$ cat config.mk
export PLATFORM = sky130hd
export DESIGN_NAME = utf8_to_glyph_mapper
export DESIGN_NICKNAME = d
export VERILOG_FILES = /design/src/sv/ugm_pkg.sv /design/src/sv/ugm_cell.sv /design/src/sv/utf8_to_glyph_mapper.sv
export SDC_FILE = /design/constraint.sdc
export NUM_CORES = 2
export LEC_CHECK = 0
export ABC_CLOCK_PERIOD_IN_PS = 4900
export BUFFER_PORTS_ARGS = -buffer_cell sky130_fd_sc_hd__buf_2
export CAP_MARGIN = 20
export CORE_AREA = 2 2 440 442
export CTS_BUF_LIST = sky130_fd_sc_hd__clkbuf_8
export DETAILED_ROUTE_END_ITERATION = 10
export DIE_AREA = 0 0 442 444
export GPL_TIMING_DRIVEN = 0
export PLACE_DENSITY = 0.76
export SLEW_MARGIN = 20
export SYNTH_ARGS = -nofsm -noshare
export SYNTH_HDL_FRONTEND = slang
export SYNTH_HIERARCHICAL = 1
export SYNTH_SLANG_ARGS = --single-unit
$ cat constraint.sdc
create_clock -name clk -period 4.9 [get_ports clk]
set_input_delay 1.47 -clock clk [delete_from_list [all_inputs] [get_ports clk]]
set_output_delay 1.47 -clock clk [all_outputs]
set_load 0.03 [all_outputs]
$ cat src/sv/ugm_pkg.sv
package ugm_pkg;

    localparam int CP_W   = 21;
    localparam int SLOT_W = 7;
    localparam int CNT_W  = 3;

    localparam logic [7:0] BOX_GLYPH  = 8'h7f;
    localparam logic [7:0] DASH_GLYPH = 8'h2d;

    // Command codes on the input tuser bit
    localparam logic CMD_TEXT = 1'b0;
    localparam logic CMD_LOAD = 1'b1;

    // Search token that walks the row of table cells
    typedef struct packed {
        logic              valid;
        logic              found;
        logic [SLOT_W-1:0] idx;
        logic [CP_W-1:0]   key;
    } ugm_token_t;

    // Sequence length announced by a lead byte, 0 when it is no lead
    function automatic logic [2:0] lead_len(input logic [7:0] b);
        logic [2:0] len;
        len = 3'd0;
        if (b[7:5] == 3'b110)
            len = 3'd2;
        else if (b[7:4] == 4'b1110)
            len = 3'd3;
        else if (b[7:3] == 5'b11110)
            len = 3'd4;
        return len;
    endfunction

endpackage

$ cat src/sv/ugm_cell.sv
module ugm_cell
    import ugm_pkg::*;
#(
    parameter int INDEX = 0
)
(
    input  logic            clk,
    input  logic            rst_n,
    input  logic            wr_en,
    input  logic [CP_W-1:0] wr_cp,
    input  ugm_token_t      tok_in,
    output ugm_token_t      tok_out
);

    logic [CP_W-1:0] entry_reg;
    logic            tok_valid_reg;
    ugm_token_t      tok_reg;
    ugm_token_t      tok_next;

    // Table slot held by this cell
    always_ff @(posedge clk or negedge rst_n)
    begin
        if (!rst_n)
            entry_reg <= '0;
        else if (wr_en)
            entry_reg <= wr_cp;
    end

    // First matching cell marks the token
    always_comb
    begin
        tok_next = tok_in;
        if (tok_in.valid && !tok_in.found && entry_reg == tok_in.key)
        begin
            tok_next.found = 1'b1;
            tok_next.idx   = SLOT_W'(INDEX);
        end
    end

    always_ff @(posedge clk or negedge rst_n)
    begin
        if (!rst_n)
            tok_valid_reg <= 1'b0;
        else
            tok_valid_reg <= tok_next.valid;
    end

    always_ff @(posedge clk)
    begin
        tok_reg <= tok_next;
    end

    always_comb
    begin
        tok_out       = tok_reg;
        tok_out.valid = tok_valid_reg;
    end

endmodule

$ cat src/sv/utf8_to_glyph_mapper.sv
// UTF-8 text to 8-bit font glyph mapper.
// Input stream: one item per accepted beat. tuser[0] = 0 carries a text byte
// in tdata[7:0] with tlast marking the end of text; tuser[0] = 1 loads table
// slot tdata[13:8] with code point tdata[34:14] and gives no result.
// Output stream: one glyph per beat in tdata[7:0]; tlast marks the final
// glyph caused by an input item, tuser[0] marks the final glyph of the text.
// A text byte gives 0 to 4 glyphs. Config port: cfg_data[0] sets upper case
// folding, always ready, write only while idle.
// Timing: one item at a time. A byte is decoded when accepted, a completed
// character then goes through the fixed mappings, then its glyphs are issued
// one by one; table loads and held bytes finish on acceptance. A code point
// outside the fixed mappings walks the TABLE_DEPTH cells, one cell per cycle.
// Reset clears held bytes, the table and the mode. A stalled receiver holds
// the output register; the next input is taken once the last glyph of the
// previous item sits in that register.
module utf8_to_glyph_mapper
    import ugm_pkg::*;
#(
    parameter int TABLE_DEPTH = 64
)
(
    input  logic        clk,
    input  logic        rst_n,
    input  logic        s_axis_tvalid,
    output logic        s_axis_tready,
    input  logic [39:0] s_axis_tdata,   // text_byte, entry_index, entry_codepoint
    input  logic        s_axis_tlast,
    input  logic [0:0]  s_axis_tuser,   // command
    output logic        m_axis_tvalid,
    input  logic        m_axis_tready,
    output logic [7:0]  m_axis_tdata,   // glyph_code
    output logic        m_axis_tlast,
    output logic [0:0]  m_axis_tuser,   // text_done
    input  logic        cfg_valid,
    output logic        cfg_ready,
    input  logic [0:0]  cfg_data
);

    typedef enum logic [3:0] {
        S_IDLE   = 4'b0001,
        S_MAP    = 4'b0010,
        S_SEARCH = 4'b0100,
        S_EMIT   = 4'b1000
    } state_t;

    state_t state_reg, state_next;

    logic            upper_reg;
    logic [7:0]      pend_reg [3];
    logic [1:0]      pc_reg, pc_next;
    logic [2:0]      sl_reg, sl_next;
    logic [CNT_W-1:0] pre_reg, rem_reg;
    logic            main_reg, end_reg;
    logic [CP_W-1:0] cp_reg;
    logic [7:0]      main_glyph_reg;
    logic            out_valid_reg;
    logic [7:0]      out_glyph_reg;
    logic            out_last_reg, out_done_reg;

    logic            accept, is_load, is_text;
    logic [7:0]      b;
    logic [5:0]      slot;
    logic [CP_W-1:0] load_cp;
    logic            is_cont;
    logic [2:0]      len;
    logic [CP_W-1:0] comp_cp;
    logic            comp_ok;
    logic [CNT_W-1:0] d_pre, d_post;
    logic            d_main;
    logic [CP_W-1:0] d_cp;
    logic            d_store;
    logic [1:0]      d_widx;

    assign accept  = s_axis_tvalid && s_axis_tready;
    assign is_load = s_axis_tuser[0] == CMD_LOAD;
    assign is_text = s_axis_tuser[0] == CMD_TEXT;
    assign b       = s_axis_tdata[7:0];
    assign slot    = s_axis_tdata[13:8];
    assign load_cp = s_axis_tdata[34:14];
    assign is_cont = b[7:6] == 2'b10;
    assign len     = lead_len(b);

    assign s_axis_tready = state_reg == S_IDLE;
    assign cfg_ready     = 1'b1;

    // Mode register
    always_ff @(posedge clk or negedge rst_n)
    begin
        if (!rst_n)
            upper_reg <= 1'b0;
        else if (cfg_valid)
            upper_reg <= cfg_data[0];
    end

    // Code point of a completed sequence
    always_comb
    begin
        comp_cp = '0;
        comp_ok = 1'b0;
        unique case (sl_reg)
            3'd2:
            begin
                comp_cp = CP_W'({pend_reg[0][4:0], b[5:0]});
                comp_ok = comp_cp >= CP_W'(32'h80);
            end
            3'd3:
            begin
                comp_cp = CP_W'({pend_reg[0][3:0], pend_reg[1][5:0], b[5:0]});
                comp_ok = comp_cp >= CP_W'(32'h800);
            end
            default:
            begin
                comp_cp = {pend_reg[0][2:0], pend_reg[1][5:0], pend_reg[2][5:0], b[5:0]};
                comp_ok = comp_cp >= CP_W'(32'h10000) && comp_cp <= CP_W'(32'h10ffff);
            end
        endcase
    end

    // Byte decode: boxes before, one mapped character, boxes after
    always_comb
    begin
        d_pre   = '0;
        d_post  = '0;
        d_main  = 1'b0;
        d_cp    = CP_W'(b);
        d_store = 1'b0;
        d_widx  = pc_reg;
        pc_next = pc_reg;
        sl_next = sl_reg;
        if (pc_reg == 2'd0 || !is_cont)
        begin
            d_pre   = CNT_W'(pc_reg);
            pc_next = 2'd0;
            sl_next = 3'd0;
            if (!b[7])
                d_main = 1'b1;
            else if (len != 3'd0)
            begin
                // new lead byte always lands in the first slot
                pc_next = 2'd1;
                sl_next = len;
                d_store = 1'b1;
                d_widx  = 2'd0;
            end
            else
                d_pre = d_pre + CNT_W'(1);
        end
        else if ({1'b0, pc_reg} + 3'd1 >= sl_reg)
        begin
            d_main  = 1'b1;
            d_cp    = comp_cp;
            d_post  = comp_ok ? '0 : CNT_W'(sl_reg - 3'd1);
            pc_next = 2'd0;
            sl_next = 3'd0;
        end
        else
        begin
            d_store = 1'b1;
            pc_next = pc_reg + 2'd1;
        end
        if (s_axis_tlast)
        begin
            d_post  = d_post + CNT_W'(pc_next);
            pc_next = 2'd0;
            sl_next = 3'd0;
        end
    end

    // Held sequence state
    always_ff @(posedge clk or negedge rst_n)
    begin
        if (!rst_n)
        begin
            pc_reg <= 2'd0;
            sl_reg <= 3'd0;
            for (int i = 0; i < 3; i++)
                pend_reg[i] <= 8'h00;
        end
        else if (accept && is_text)
        begin
            pc_reg <= pc_next;
            sl_reg <= sl_next;
            if (d_store)
                pend_reg[d_widx] <= b;
        end
    end

    // Fixed mappings after optional folding
    logic [CP_W-1:0] fold_cp;
    logic            fast_hit;
    logic [7:0]      fast_glyph;

    always_comb
    begin
        fold_cp = cp_reg;
        if (upper_reg)
        begin
            if ((cp_reg >= CP_W'(32'h61) && cp_reg <= CP_W'(32'h7a))
                || (cp_reg >= CP_W'(32'h430) && cp_reg <= CP_W'(32'h44f)))
                fold_cp = cp_reg - CP_W'(32'h20);
            else if (cp_reg == CP_W'(32'h451))
                fold_cp = CP_W'(32'h401);
        end
        fast_hit   = 1'b1;
        fast_glyph = BOX_GLYPH;
        priority if ((fold_cp >= CP_W'(32'h2010) && fold_cp <= CP_W'(32'h2015))
                     || fold_cp == CP_W'(32'h2212))
            fast_glyph = DASH_GLYPH;
        else if (fold_cp < CP_W'(32'h7f))
            fast_glyph = fold_cp[7:0];
        else if (fold_cp == CP_W'(32'h401))
            fast_glyph = 8'ha8;
        else if (fold_cp == CP_W'(32'h451))
            fast_glyph = 8'hb8;
        else if (fold_cp >= CP_W'(32'h410) && fold_cp <= CP_W'(32'h44f))
            fast_glyph = 8'hc0 + (fold_cp[7:0] - 8'h10);
        else
            fast_hit = 1'b0;
    end

    // Row of table cells
    ugm_token_t tok [TABLE_DEPTH+1];

    always_comb
    begin
        tok[0].valid = state_reg == S_MAP && !fast_hit;
        tok[0].found = 1'b0;
        tok[0].idx   = '0;
        tok[0].key   = fold_cp;
    end

    for (genvar i = 0; i < TABLE_DEPTH; i++)
    begin : g_cell
        ugm_cell #(.INDEX(i)) u_cell (
            .clk     (clk),
            .rst_n   (rst_n),
            .wr_en   (accept && is_load && ({1'b0, slot} == SLOT_W'(i))),
            .wr_cp   (load_cp),
            .tok_in  (tok[i]),
            .tok_out (tok[i+1])
        );
    end

    // Sequencer
    logic emit;
    assign emit = state_reg == S_EMIT && (!out_valid_reg || m_axis_tready);

    always_comb
    begin
        state_next = state_reg;
        unique case (state_reg)
            S_IDLE:
                if (accept && is_text)
                begin
                    if (d_main)
                        state_next = S_MAP;
                    else if (d_pre + d_post != '0)
                        state_next = S_EMIT;
                end
            S_MAP:
                state_next = fast_hit ? S_EMIT : S_SEARCH;
            S_SEARCH:
                if (tok[TABLE_DEPTH].valid)
                    state_next = S_EMIT;
            S_EMIT:
                if (emit && rem_reg == CNT_W'(1))
                    state_next = S_IDLE;
            default:
                state_next = S_IDLE;
        endcase
    end

    always_ff @(posedge clk or negedge rst_n)
    begin
        if (!rst_n)
        begin
            state_reg <= S_IDLE;
            pre_reg   <= '0;
            rem_reg   <= '0;
            main_reg  <= 1'b0;
            end_reg   <= 1'b0;
        end
        else
        begin
            state_reg <= state_next;
            if (accept && is_text)
            begin
                pre_reg  <= d_pre;
                main_reg <= d_main;
                end_reg  <= s_axis_tlast;
                rem_reg  <= d_pre + d_post + CNT_W'(d_main);
            end
            else if (emit)
            begin
                rem_reg <= rem_reg - CNT_W'(1);
                if (pre_reg != '0)
                    pre_reg <= pre_reg - CNT_W'(1);
                else if (main_reg)
                    main_reg <= 1'b0;
            end
        end
    end

    // Character payload
    always_ff @(posedge clk)
    begin
        if (accept && is_text)
            cp_reg <= d_cp;
        if (state_reg == S_MAP && fast_hit)
            main_glyph_reg <= fast_glyph;
        else if (state_reg == S_SEARCH && tok[TABLE_DEPTH].valid)
            main_glyph_reg <= tok[TABLE_DEPTH].found ? {1'b1, tok[TABLE_DEPTH].idx}
                                                     : BOX_GLYPH;
    end

    // Output register
    always_ff @(posedge clk or negedge rst_n)
    begin
        if (!rst_n)
            out_valid_reg <= 1'b0;
        else if (emit)
            out_valid_reg <= 1'b1;
        else if (m_axis_tready)
            out_valid_reg <= 1'b0;
    end

    always_ff @(posedge clk)
    begin
        if (emit)
        begin
            out_glyph_reg <= (pre_reg == '0 && main_reg) ? main_glyph_reg : BOX_GLYPH;
            out_last_reg  <= rem_reg == CNT_W'(1);
            out_done_reg  <= rem_reg == CNT_W'(1) && end_reg;
        end
    end

    assign m_axis_tvalid   = out_valid_reg;
    assign m_axis_tdata    = out_glyph_reg;
    assign m_axis_tlast    = out_last_reg;
    assign m_axis_tuser[0] = out_done_reg;

endmodule

==> results.tsv <==
metric	value	unit
std_cell_rows	161	
seqPwrFrac	53.2	%
pwr-share-clk	40.2	%
routed_via_density	5.377	
maxSlewHeadroom	27.78	%
largest_reg_flops	1835	
grt_use_total	24.93	%
remaining_drc_errors	0	
setup_viol_count_final	0	
cts_root_buf	clkbuf_8	
synth_warnings	6	
crit_slowest_cell	or4b_4	
final_antenna_net_count	0	
combPwrFrac	6.6	%
grt_pass1_vias	65530	
hold_violations	0	
power_switching	13.19	mW
drt-total-wl	242.9	mm
cts_tree	yes	
fillers	13330	
firstDrtPassIters	5	
slowest_delay	0.56	ns
gp_congestion	0.8509	
fmax	214.1	MHz
grt_pass1_wl	378.8	mm
final_nets	8395	
cts_max_level	6	
clock_sinks	3318	
status	completed	
worst_slack	0.2303	ns
cts_buffers	530	
cap_violations	0	
critPathArrivalTime	5.63	ns
p_per_area	436.2	nW/um^2
syn_inst	7692	
worstPathRequired	5.86	ns
cp_top_family	simple AND/OR/NAND/NOR gates	
critPathMaxFanout	6	
crit_top_cell	nand2b_1	
fin_crit	4.670	ns
die_width	442	um
cp-end-kind	flop	
start_kind	flop	
mostFrequentLayoutCell	dfxtp_1	
skew	0.05164	ns
power	56.12	mW
synth.avg_cell_area	14.79	sq um
antenna_found_initial	8	
cp_cell_sequence	or3_1, or4b_4, a2111oi_0, a311oi_1, and2_2, ha_1, nand2b_1, nor4_2, and3_1, a211oi_2, o31a_1, nand2b_1, nor3_4, nor4b_4, a21o_1	
syn_to_final_growth	13.12	%
maxSlewViolCount	0	
grt_remaining_overflow	0	
vias	60570	
p_sw_share	23.50	%
hold_slack	0.3226	ns
drt_iter0_drc	3611	
peakVddDrop	361.1	uV
cts.path.max_buffers	4	
initial_core_util	59.37	%
die_h	444	um
hpwl	163.9	mm
wire_per_inst	21.57	um
path_clk_slew	0.06	ns
synth_area	113700	sq um
final_cells	11260	
finalCritPeriodShare	95.30	%
io_pins	61	
r2r_setup_slack	0.23	ns
portBuffers	53	
tightest_slew	1.073	ns
p_int	42.93	mW
dp_slack	-0.4273	ns
drive_gt1_share	29.28	%
dieArea	196200	sq um
clock_latency	1.04	ns
min-delay-path-class	in -> async	
crit_type	reg -> reg	
crit_buf_inv	0	
placed_cells_incl_taps	10310	
final_cell_mix	dfxtp_1 (1835), dfrtp_1 (1442), mux2_2 (1361)	
grt_start_max_net_pins	134	
leakage	59.45	nW
coreArea	191600	sq um
final timing paths:
| check | end | depth (start not counted) | from |
|---|---|---|---|
| worst max-delay path | g_cell[0].u_cell/tok_out[28]$_SDFF_PP1_ | 15 | cp_reg[9]$_SDFFCE_PP0P_ |
| worst min-delay path | g_cell[4].u_cell/entry_reg[8]$_DFFE_PN0P_ | 1 | rst_n |
| worst max register to register | g_cell[0].u_cell/tok_out[28]$_SDFF_PP1_ | 15 | cp_reg[9]$_SDFFCE_PP0P_ |
| worst min register to register | g_cell[42].u_cell/tok_out[17]$_DFF_P_ | 0 | g_cell[41].u_cell/tok_out[17]$_DFF_P_ |
| max in group asynchronous | g_cell[41].u_cell/entry_reg[13]$_DFFE_PN0P_ | 6 | rst_n |
| min in group clk | g_cell[42].u_cell/tok_out[17]$_DFF_P_ | 0 | g_cell[41].u_cell/tok_out[17]$_DFF_P_ |
repair_timing:
item	CTS	global route
setup buffers	1	3
gates resized for setup	2	16
hold buffers	0	0
pin swaps	0	2
setup endpoints to repair	9	12
through the flow:
stage                      TNS, ns  area [sq um]  utilization, %
final                            0        128600           67.15
after global routing      -0.01741        128600           67.15
after CTS                        0        128600           67.11
after detailed placement    -1.424        118200           61.70
after global placement           -        117200           61.17
after floorplan                  0        113800               -
worst register-to-register path, stage by stage, from the launching register on:
cell	delay, ns
edfxtp_1	0.52
or3_1	0.47
or4b_4	0.56
a2111oi_0	0.50
a311oi_1	0.09
and2_2	0.25
ha_1	0.24
nand2b_1	0.12
nor4_2	0.06
and3_1	0.23
a211oi_2	0.33
o31a_1	0.25
nand2b_1	0.15
nor3_4	0.27
nor4b_4	0.41
a21o_1	0.16
final cells by class:
type	count	area (sq um)	area share, %
inverters	29	108.9	0.08462
plain buffers	224	1274	0.9901
diodes	5	12.51	0.009726
flip-flops and latches	3318	74040	57.56
clock inverters	284	1291	1.004
multi-input cells	4129	38380	29.84
repair buffers	90	1301	1.012
well taps	2526	3161	2.457
clock buffers	659	9070	7.050
power by group through the flow:
| stage | logic, mW | registers [mW] | clock network, mW |
|---|---|---|---|
| finish | 3.69 | 29.9 | 22.6 |
| global route | 4.05 | 30.0 | 24.3 |
| CTS | 3.73 | 29.9 | 23.1 |
| detailed placement | 3.70 | 30.4 | 0 |
| global placement | 3.50 | 30.4 | 0 |
| floorplan | 2.52 | 30.1 | 0 |
layer usage:
| metal | up-vias | share of wire (%) | track usage [%] |
|---|---|---|---|
| met5 | - | 0 | 0 |
| met1 | 30830 | 45 | 33.46 |
| li1 | 27970 | - | - |
| met4 | 0 | 3.1 | 8.995 |
| met3 | 501 | 4.5 | 4.284 |
| met2 | 1274 | 48 | 40.97 |
(Power assumes the default switching activity.)
